File: config.mk
export PLATFORM = sky130hd
export DESIGN_NAME = char_lcd_nibble_sequencer_core
export DESIGN_NICKNAME = d
export VERILOG_FILES = /design/src/sv/clnsq_pkg.sv /design/src/sv/char_lcd_nibble_sequencer_core.sv /design/src/sv/clnsq_front.sv /design/src/sv/clnsq_queue.sv /design/src/sv/clnsq_back.sv
export SDC_FILE = /design/constraint.sdc
export NUM_CORES = 1
export LEC_CHECK = 0
export BUFFER_PORTS_ARGS = -buffer_cell sky130_fd_sc_hd__buf_2
export CAP_MARGIN = 15
export CORE_MARGIN = 2
export CORE_UTILIZATION = 55
export CTS_CLUSTER_SIZE = 40
export DETAILED_ROUTE_END_ITERATION = 7
export PLACE_DENSITY = 0.78
export SLEW_MARGIN = 15
export SYNTH_ARGS = -nofsm -noshare
export SYNTH_HDL_FRONTEND = slang
export SYNTH_SLANG_ARGS = --single-unit
File: constraint.sdc
create_clock -name clock -period 3.2 [get_ports clock]
set_input_delay 0.32 -clock clock [delete_from_list [all_inputs] [get_ports clock]]
set_output_delay 0.32 -clock clock [all_outputs]
set_load 0.02 [all_outputs]
File: src/sv/clnsq_pkg.sv
// ----------------------------------------------------------------------------
// clnsq_pkg
// Types and constants shared by the character LCD nibble sequencer.
// ----------------------------------------------------------------------------
package clnsq_pkg;

   // Request kinds carried in req_tuser.
   localparam logic [1:0] CMD_INSTR = 2'd0;
   localparam logic [1:0] CMD_DATA  = 2'd1;
   localparam logic [1:0] CMD_POS   = 2'd2;

   // Configuration register indexes.
   localparam logic CSR_SHORT_WAIT = 1'b0;
   localparam logic CSR_LONG_WAIT  = 1'b1;

   localparam logic [15:0] SHORT_WAIT_RESET = 16'd40;
   localparam logic [15:0] LONG_WAIT_RESET  = 16'd2000;

   // Instruction codes of interest.
   localparam logic [7:0] INSTR_CLEAR   = 8'h01;
   localparam logic [7:0] INSTR_HOME    = 8'h02;
   localparam logic [3:0] FUNC_SET_HI   = 4'h2;
   localparam logic [7:0] SET_DDRAM     = 8'h80;
   localparam logic [6:0] DDRAM_MASK    = 7'h7F;
   localparam logic [6:0] ROW_STRIDE    = 7'h40;

   localparam int unsigned QUEUE_DEPTH = 2;

   // One classified request as handed from front to back.
   typedef struct packed {
      logic       rs;      // register select level
      logic [7:0] byte_v;  // byte to send
      logic       slow;    // clear or home: long wait
      logic       dup;     // 4-bit function set: repeat high nibble
   } desc_type;

   typedef struct packed {
      logic [15:0] short_wait;
      logic [15:0] long_wait;
   } waits_type;

endpackage

File: src/sv/char_lcd_nibble_sequencer_core.sv
// ----------------------------------------------------------------------------
// char_lcd_nibble_sequencer_core
// Turns LCD requests into nibble transfers for a 4-bit character display bus.
// ----------------------------------------------------------------------------
// A request is queued, then loaded into the back-end descriptor register, and
// its first nibble is driven on rsp from the registered output stage. The back
// end issues one nibble per cycle while rsp_tready is high: two nibbles per data
// request and two or three per instruction.
// Reset is synchronous: it empties the queue, idles the sequencer, drops
// rsp_tvalid and restores the wait registers to 40 us and 2000 us.
module char_lcd_nibble_sequencer_core (
   input  logic        clock,
   input  logic        reset,
   // Request channel.
   input  logic        req_tvalid,
   output logic        req_tready,
   input  logic [15:0] req_tdata,   // value[7:0], row[8], col[14:9], zero[15]
   input  logic [1:0]  req_tuser,   // cmd[1:0]
   // Response channel, one transaction per nibble transfer.
   output logic        rsp_tvalid,
   input  logic        rsp_tready,
   output logic [23:0] rsp_tdata,   // nibble[3:0], wait_us[19:4], zero[23:20]
   output logic        rsp_tuser,   // reg_select
   output logic        rsp_tlast,   // last
   // Configuration write port.
   input  logic        csr_we,
   input  logic        csr_index,
   input  logic [15:0] csr_wdata
);
   import clnsq_pkg::*;

   waits_type  waits_ff, waits_in;
   desc_type   front_desc;
   desc_type   q_desc;
   logic       front_keep;
   logic       q_full;
   logic       q_not_empty;
   logic       q_push;
   logic       q_pop;
   logic [3:0] rsp_nibble;
   logic [15:0] rsp_wait;

   // The wait registers. Writes must arrive only while the block is idle (the block
   // does not enforce this), since the back end reads them live while it sequences.
   always_comb begin
      waits_in = waits_ff;
      if (csr_we) begin
         case (csr_index)
            CSR_SHORT_WAIT: waits_in.short_wait = csr_wdata;
            CSR_LONG_WAIT:  waits_in.long_wait  = csr_wdata;
            default:        waits_in = waits_ff;
         endcase
      end
   end

   always_ff @(posedge clock) begin
      if (reset) begin
         waits_ff.short_wait <= SHORT_WAIT_RESET;
         waits_ff.long_wait  <= LONG_WAIT_RESET;
      end else begin
         waits_ff <= waits_in;
      end
   end

   // Front end: the request is classified as it arrives. A request of an
   // unknown kind is still taken, but nothing is queued for it.
   clnsq_front u_front (
      .cmd   (req_tuser),
      .value (req_tdata[7:0]),
      .row   (req_tdata[8]),
      .col   (req_tdata[14:9]),
      .keep  (front_keep),
      .desc  (front_desc)
   );

   assign req_tready = !q_full;
   assign q_push     = req_tvalid && req_tready && front_keep;

   // The queue decouples request intake from the nibble sequencer, so new
   // requests are taken while earlier ones are still being played out.
   clnsq_queue u_queue (
      .clock     (clock),
      .reset     (reset),
      .push      (q_push),
      .push_desc (front_desc),
      .full      (q_full),
      .pop       (q_pop),
      .not_empty (q_not_empty),
      .pop_desc  (q_desc)
   );

   // Back end: one nibble per cycle, while the output is not stalled, into a registered output stage.
   clnsq_back u_back (
      .clock       (clock),
      .reset       (reset),
      .waits       (waits_ff),
      .q_not_empty (q_not_empty),
      .q_desc      (q_desc),
      .q_pop       (q_pop),
      .out_valid   (rsp_tvalid),
      .out_ready   (rsp_tready),
      .out_rs      (rsp_tuser),
      .out_nibble  (rsp_nibble),
      .out_wait    (rsp_wait),
      .out_last    (rsp_tlast)
   );

   assign rsp_tdata = {4'd0, rsp_wait, rsp_nibble};

endmodule

File: src/sv/clnsq_front.sv
// ----------------------------------------------------------------------------
// clnsq_front
// Classifies an incoming request into a byte descriptor for the back end.
// ----------------------------------------------------------------------------
module clnsq_front (
   input  logic [1:0]          cmd,
   input  logic [7:0]          value,
   input  logic                row,
   input  logic [5:0]          col,
   output logic                keep,
   output clnsq_pkg::desc_type desc
);
   import clnsq_pkg::*;

   logic [6:0] addr;
   logic [7:0] byte_sel;

   assign addr = ({row, 6'd0} + {1'b0, col}) & DDRAM_MASK;

   always_comb begin
      keep     = 1'b1;
      desc.rs  = 1'b0;
      byte_sel = value;
      case (cmd)
         CMD_INSTR: begin
            desc.rs  = 1'b0;
            byte_sel = value;
         end
         CMD_DATA: begin
            desc.rs  = 1'b1;
            byte_sel = value;
         end
         CMD_POS: begin
            desc.rs  = 1'b0;
            byte_sel = SET_DDRAM + {1'b0, addr};
         end
         default: begin
            // Unknown kind: consumed and dropped.
            keep = 1'b0;
         end
      endcase
      desc.byte_v = byte_sel;
      desc.slow   = !desc.rs && ((byte_sel == INSTR_CLEAR) || (byte_sel == INSTR_HOME));
      desc.dup    = !desc.rs && (byte_sel[7:4] == FUNC_SET_HI);
   end

endmodule

File: src/sv/clnsq_queue.sv
// ----------------------------------------------------------------------------
// clnsq_queue
// Two-entry descriptor queue between the front and back ends.
// ----------------------------------------------------------------------------
module clnsq_queue (
   input  logic                clock,
   input  logic                reset,
   input  logic                push,
   input  clnsq_pkg::desc_type push_desc,
   output logic                full,
   input  logic                pop,
   output logic                not_empty,
   output clnsq_pkg::desc_type pop_desc
);
   import clnsq_pkg::*;

   localparam int unsigned PTR_W = $clog2(QUEUE_DEPTH);
   localparam int unsigned CNT_W = $clog2(QUEUE_DEPTH + 1);

   desc_type             mem_ff [QUEUE_DEPTH];
   logic [PTR_W-1:0]     wr_ptr_ff, wr_ptr_in;
   logic [PTR_W-1:0]     rd_ptr_ff, rd_ptr_in;
   logic [CNT_W-1:0]     count_ff, count_in;

   assign full      = (count_ff == CNT_W'(QUEUE_DEPTH));
   assign not_empty = (count_ff != '0);
   assign pop_desc  = mem_ff[rd_ptr_ff];

   always_comb begin
      wr_ptr_in = push ? PTR_W'(wr_ptr_ff + 1'b1) : wr_ptr_ff;
      rd_ptr_in = pop  ? PTR_W'(rd_ptr_ff + 1'b1) : rd_ptr_ff;
      count_in  = count_ff;
      if (push && !pop) begin
         count_in = CNT_W'(count_ff + 1'b1);
      end else if (pop && !push) begin
         count_in = CNT_W'(count_ff - 1'b1);
      end
   end

   always_ff @(posedge clock) begin
      if (reset) begin
         wr_ptr_ff <= '0;
         rd_ptr_ff <= '0;
         count_ff  <= '0;
      end else begin
         wr_ptr_ff <= wr_ptr_in;
         rd_ptr_ff <= rd_ptr_in;
         count_ff  <= count_in;
      end
   end

   always_ff @(posedge clock) begin
      if (push) begin
         mem_ff[wr_ptr_ff] <= push_desc;
      end
   end

endmodule

File: src/sv/clnsq_back.sv
// ----------------------------------------------------------------------------
// clnsq_back
// Nibble sequencer: plays one descriptor out as two or three transfers.
// ----------------------------------------------------------------------------
module clnsq_back (
   input  logic                 clock,
   input  logic                 reset,
   input  clnsq_pkg::waits_type waits,
   input  logic                 q_not_empty,
   input  clnsq_pkg::desc_type  q_desc,
   output logic                 q_pop,
   output logic                 out_valid,
   input  logic                 out_ready,
   output logic                 out_rs,
   output logic [3:0]           out_nibble,
   output logic [15:0]          out_wait,
   output logic                 out_last
);
   import clnsq_pkg::*;

   typedef enum logic [3:0] {
      ST_IDLE   = 4'b0001,
      ST_HIGH   = 4'b0010,
      ST_REPEAT = 4'b0100,
      ST_LOW    = 4'b1000
   } state_type;

   state_type   state_ff, state_in;
   desc_type    desc_ff, desc_in;
   logic        valid_ff, valid_in;
   logic        rs_ff, rs_in;
   logic [3:0]  nibble_ff, nibble_in;
   logic [15:0] wait_ff, wait_in;
   logic        last_ff, last_in;
   logic        emit;
   logic [15:0] byte_wait;

   assign emit      = (state_ff != ST_IDLE) && (!valid_ff || out_ready);
   assign byte_wait = desc_ff.slow ? waits.long_wait : waits.short_wait;

   always_comb begin
      state_in  = state_ff;
      desc_in   = desc_ff;
      rs_in     = rs_ff;
      nibble_in = nibble_ff;
      wait_in   = wait_ff;
      last_in   = last_ff;
      q_pop     = 1'b0;
      valid_in  = emit ? 1'b1 : (out_ready ? 1'b0 : valid_ff);
      case (state_ff)
         ST_IDLE: begin
            if (q_not_empty) begin
               q_pop    = 1'b1;
               desc_in  = q_desc;
               state_in = ST_HIGH;
            end
         end
         ST_HIGH: begin
            if (emit) begin
               rs_in     = desc_ff.rs;
               nibble_in = desc_ff.byte_v[7:4];
               wait_in   = byte_wait;
               last_in   = 1'b0;
               state_in  = desc_ff.dup ? ST_REPEAT : ST_LOW;
            end
         end
         ST_REPEAT: begin
            if (emit) begin
               rs_in     = desc_ff.rs;
               nibble_in = desc_ff.byte_v[7:4];
               wait_in   = waits.short_wait;
               last_in   = 1'b0;
               state_in  = ST_LOW;
            end
         end
         ST_LOW: begin
            if (emit) begin
               rs_in     = desc_ff.rs;
               nibble_in = desc_ff.byte_v[3:0];
               wait_in   = byte_wait;
               last_in   = 1'b1;
               // Pick up the next descriptor straight from ST_LOW, without passing through ST_IDLE.
               if (q_not_empty) begin
                  q_pop    = 1'b1;
                  desc_in  = q_desc;
                  state_in = ST_HIGH;
               end else begin
                  state_in = ST_IDLE;
               end
            end
         end
         default: begin
            state_in = ST_IDLE;
         end
      endcase
   end

   always_ff @(posedge clock) begin
      if (reset) begin
         state_ff <= ST_IDLE;
         valid_ff <= 1'b0;
      end else begin
         state_ff <= state_in;
         valid_ff <= valid_in;
      end
   end

   always_ff @(posedge clock) begin
      desc_ff   <= desc_in;
      rs_ff     <= rs_in;
      nibble_ff <= nibble_in;
      wait_ff   <= wait_in;
      last_ff   <= last_in;
   end

   assign out_valid  = valid_ff;
   assign out_rs     = rs_ff;
   assign out_nibble = nibble_ff;
   assign out_wait   = wait_ff;
   assign out_last   = last_ff;

endmodule

==> run_results.csv <==
group,metric,value,unit
timing,clock_skew,0.01124,ns
logic_synthesis,yosys.area.top_type,"edfxtp_1",
route,routed.top_layer,"met4",
layout,mostFrequentLayoutCells,"nand2_1 (67), buf_2 (62), edfxtp_1 (55)",
timing,final-hold-violation-count,0,
die,die_h,89.10,um
cts,clk-insertion-delay-late,0.36,ns
setup_path,startpoint_type,"flip-flop",
route,dr.pass1.iters,4,
cts,cts_setup_buffers,0,
logic_synthesis,synth_xor_area_share,1.508,%
cts,cts_buffer_depth,2,
logic_synthesis,synth_mux_area_share,12.22,%
logic_synthesis,synth_ff_type,"edfxtp_1",
logic_synthesis,yosys.area_share.simple,14.64,%
timing,max_freq,0.4628,GHz
logic_synthesis,synth_adder_area_share,0.3142,%
cts,cts_root_buf,"clkbuf_8",
die,die_area,0.007938,mm2
logic_synthesis,syn_avg_cell_area,12.11,um2
logic_synthesis,ys_top_cells_by_area,"edfxtp_1 (41%), dfxtp_1 (21%), mux2_2 (7.9%), nand2_1 (6.3%), mux2_4 (3.8%)",
logic_synthesis,syn_inst,329,
die,row_count,31,
layout,synthToLayoutAreaGrowth,13.79,%
grt,grt_usage,18.29,%
grt,grt_pass1_vias,2357,
route,wl_per_cell,14.01,um
logic_synthesis,synth_compound_area_share,5.152,%
route,drc,0,
cts,postCtsHoldBufs,0,
logic_synthesis,async_reset_ff_share,0,%
layout,fillCellCount,600,
die,coreArea,0.007137,mm2
setup_path,endpoint_kind,"flip-flop",
placed_design,port-buffer-count,62,
route,drt_iter0_markers,142,
route,wl_met1,2904,um
placed_design,hpwl,4500,um
layout,fin_nets,426,
cts,cts.reportedPaths.clkPinSlew,0.09,ns
cts,cts_tree,"yes",
setup_path,crit_slowest_cell,"dfxtp_1",
route,wirelength,6852,um
route,met2_length,3531,um
cts,clkSinkCount,97,
layout,finalCoreUtilization,63.50,%
logic_synthesis,yosys.area.top_type_share,41.47,%
setup_path,r2r_slack,1.04,ns
die,io_pins,68,
setup_path,required,3.49,ns
grt,antenna_found_initial,0,
timing,finalSetupViolations,0,
logic_synthesis,synth_edf_count,55,
setup_path,cp_max_fo,12,
route,viasPerCell,5.110,
timing,fin_ws,1.039,ns
timing,fin_setup_tns,0,ns
power_and_ir_drop,power_density,666.1,mW/mm2
logic_synthesis,synthesis.area,0.003983,mm2
cts,cts.htree.levels,3,
die,start_util,55.80,%
setup_path,critical_path_buf_inv_count,0,
die,die_w,89.10,um
setup_path,crit_chain,"nand2b_1 -> o21a_1 -> or2_2 -> ha_1 -> or3_1 -> a21oi_1",
layout,design_area,0.004532,mm2
timing,maxSlewViolCount,0,
logic_synthesis,ys_ff_latch,97,
logic_synthesis,yosysWarnings,0,
placed_design,dpl_cell_area,0.004328,mm2
flow_run,maxCapViolations,0,
cts,ctsResizeCount,0,
logic_synthesis,synth.distinct_cells,42,
timing,tightestPinTransition,0.7315,ns
layout,antenna_cells,0,
timing,fin_crit,2.161,ns
min_path,min_path_type,"in -> reg",
placed_design,gp_congestion,0.7645,
timing,period_share,67.52,%
layout,final_common_cell,"nand2_1",
grt,gr-total-overflow,0,
run_status,status,"complete, no violations",
timing,rsz0062_at_grt,"false",
setup_path,path_delay_family,"simple AND/OR/NAND/NOR gates",
layout,drive_above_1_share,31.79,%
grt,grt_max_degree,43,
cts,cts_buffers,9,
route,routed-via-count,2499,
logic_synthesis,seq_area_frac_synth,62.58,%
route,dr_wl_met3,312,um
logic_synthesis,synth_top_family_by_area,"simple AND/OR/NAND/NOR gates",
power_and_ir_drop,vdd_ir_drop_max,373.5,uV
power_and_ir_drop,power.leakage,1.787,nW
setup_path,critPathKind,"reg -> reg",
grt,grt_pass1_wl,10760,um
setup_path,worstPathArrival,2.45,ns
placed_design,dp_slack,1.087,ns
timing,slew_headroom,51.24,%
setup_path,cpPeakStageDelay,0.58,ns
route,postRouteAntennaNets,0,
logic make-up after synthesis:
kind of cell / count (synthesis)
fa+ha+maj: 1
xor+xnor: 6
buf+inv: 26
flops: 97
compound gates: 38
other cells: 1
mux: 40
simple gates: 120
power breakdown:
part / leakage (nW) / internal [mW] / switching [mW]
sequential: 0.854 / 1.55 / 0.108
combinational: 0.837 / 0.256 / 0.300
clock: 0.0965 / 0.373 / 0.431
flip-flops by register name (all words and copies together), names as in the netlist, 2 cells and up, named ones only:
name               cells
waits_ff              32
u_queue.mem_ff        22
u_back.out_wait       16
u_back.desc_ff        11
u_back.out_nibble      4
u_back.state_ff        4
u_queue.count_ff       2
final timing paths:
path | startpoint | to | cells after the start
hold / removal | csr_wdata[5] | waits_ff[21]$_SDFFE_PP1P_ | 3
setup / recovery | u_back.state_ff[3]$_SDFFE_PP0P_ | u_queue.count_ff[1]$_SDFFE_PP0P_ | 6
hold reg to reg | u_back.desc_ff[10]$_DFFE_PP_ | u_back.out_rs$_DFFE_PP_ | 0
setup reg to reg | u_back.state_ff[3]$_SDFFE_PP0P_ | u_queue.count_ff[1]$_SDFFE_PP0P_ | 6
worst reg2reg max path: stages (launching register included):
cell,delay (ns)
dfxtp_1,0.58
nand2b_1,0.15
o21a_1,0.22
or2_2,0.31
ha_1,0.34
or3_1,0.35
a21oi_1,0.14
through the flow:
| stage | hold WS, ns | power, mW | instances |
|---|---|---|---|
| 2_1_floorplan | 0.4003 | 2.107 | 332 |
| 3_3_place_gp | 0.4099 | 2.220 | 473 |
| 3_5_place_dp | 0.4210 | 2.242 | 473 |
| 4_1_cts | 0.1716 | 3.036 | 489 |
| 5_1_grt | 0.1757 | 3.168 | 489 |
| 6_report | 0.1817 | 3.019 | 489 |
layer usage:
layer	up-vias	track usage, %
li1	1250	-
met4	0	6.784
met2	61	31.38
met3	8	6.002
met1	1180	21.43
met5	-	0
synthesized netlist by cell type, types with 5 or more instances:
| cell | instances |
|---|---|
| a21oi_1 | 29 |
| buf_2 | 6 |
| buf_4 | 5 |
| clkbuf_1 | 10 |
| dfxtp_1 | 42 |
| edfxtp_1 | 55 |
| mux2_2 | 28 |
| mux2_4 | 10 |
| nand2_1 | 67 |
| nand2b_1 | 5 |
| nand3b_1 | 9 |
| nor2_1 | 11 |
| nor2b_1 | 6 |
final cells by class:
cell class | instances | area [um2] | share of cell area, %
flip-flops and latches | 97 | 2492 | 55.00
multi-input cells | 209 | 1368 | 30.18
repair buffers | 65 | 332.8 | 7.344
clock buffers | 10 | 127.6 | 2.816
well taps | 99 | 123.9 | 2.733
clock inverters | 6 | 76.32 | 1.684
inverters | 3 | 11.26 | 0.2485
Note: power is estimated with default switching activity, not from simulation.
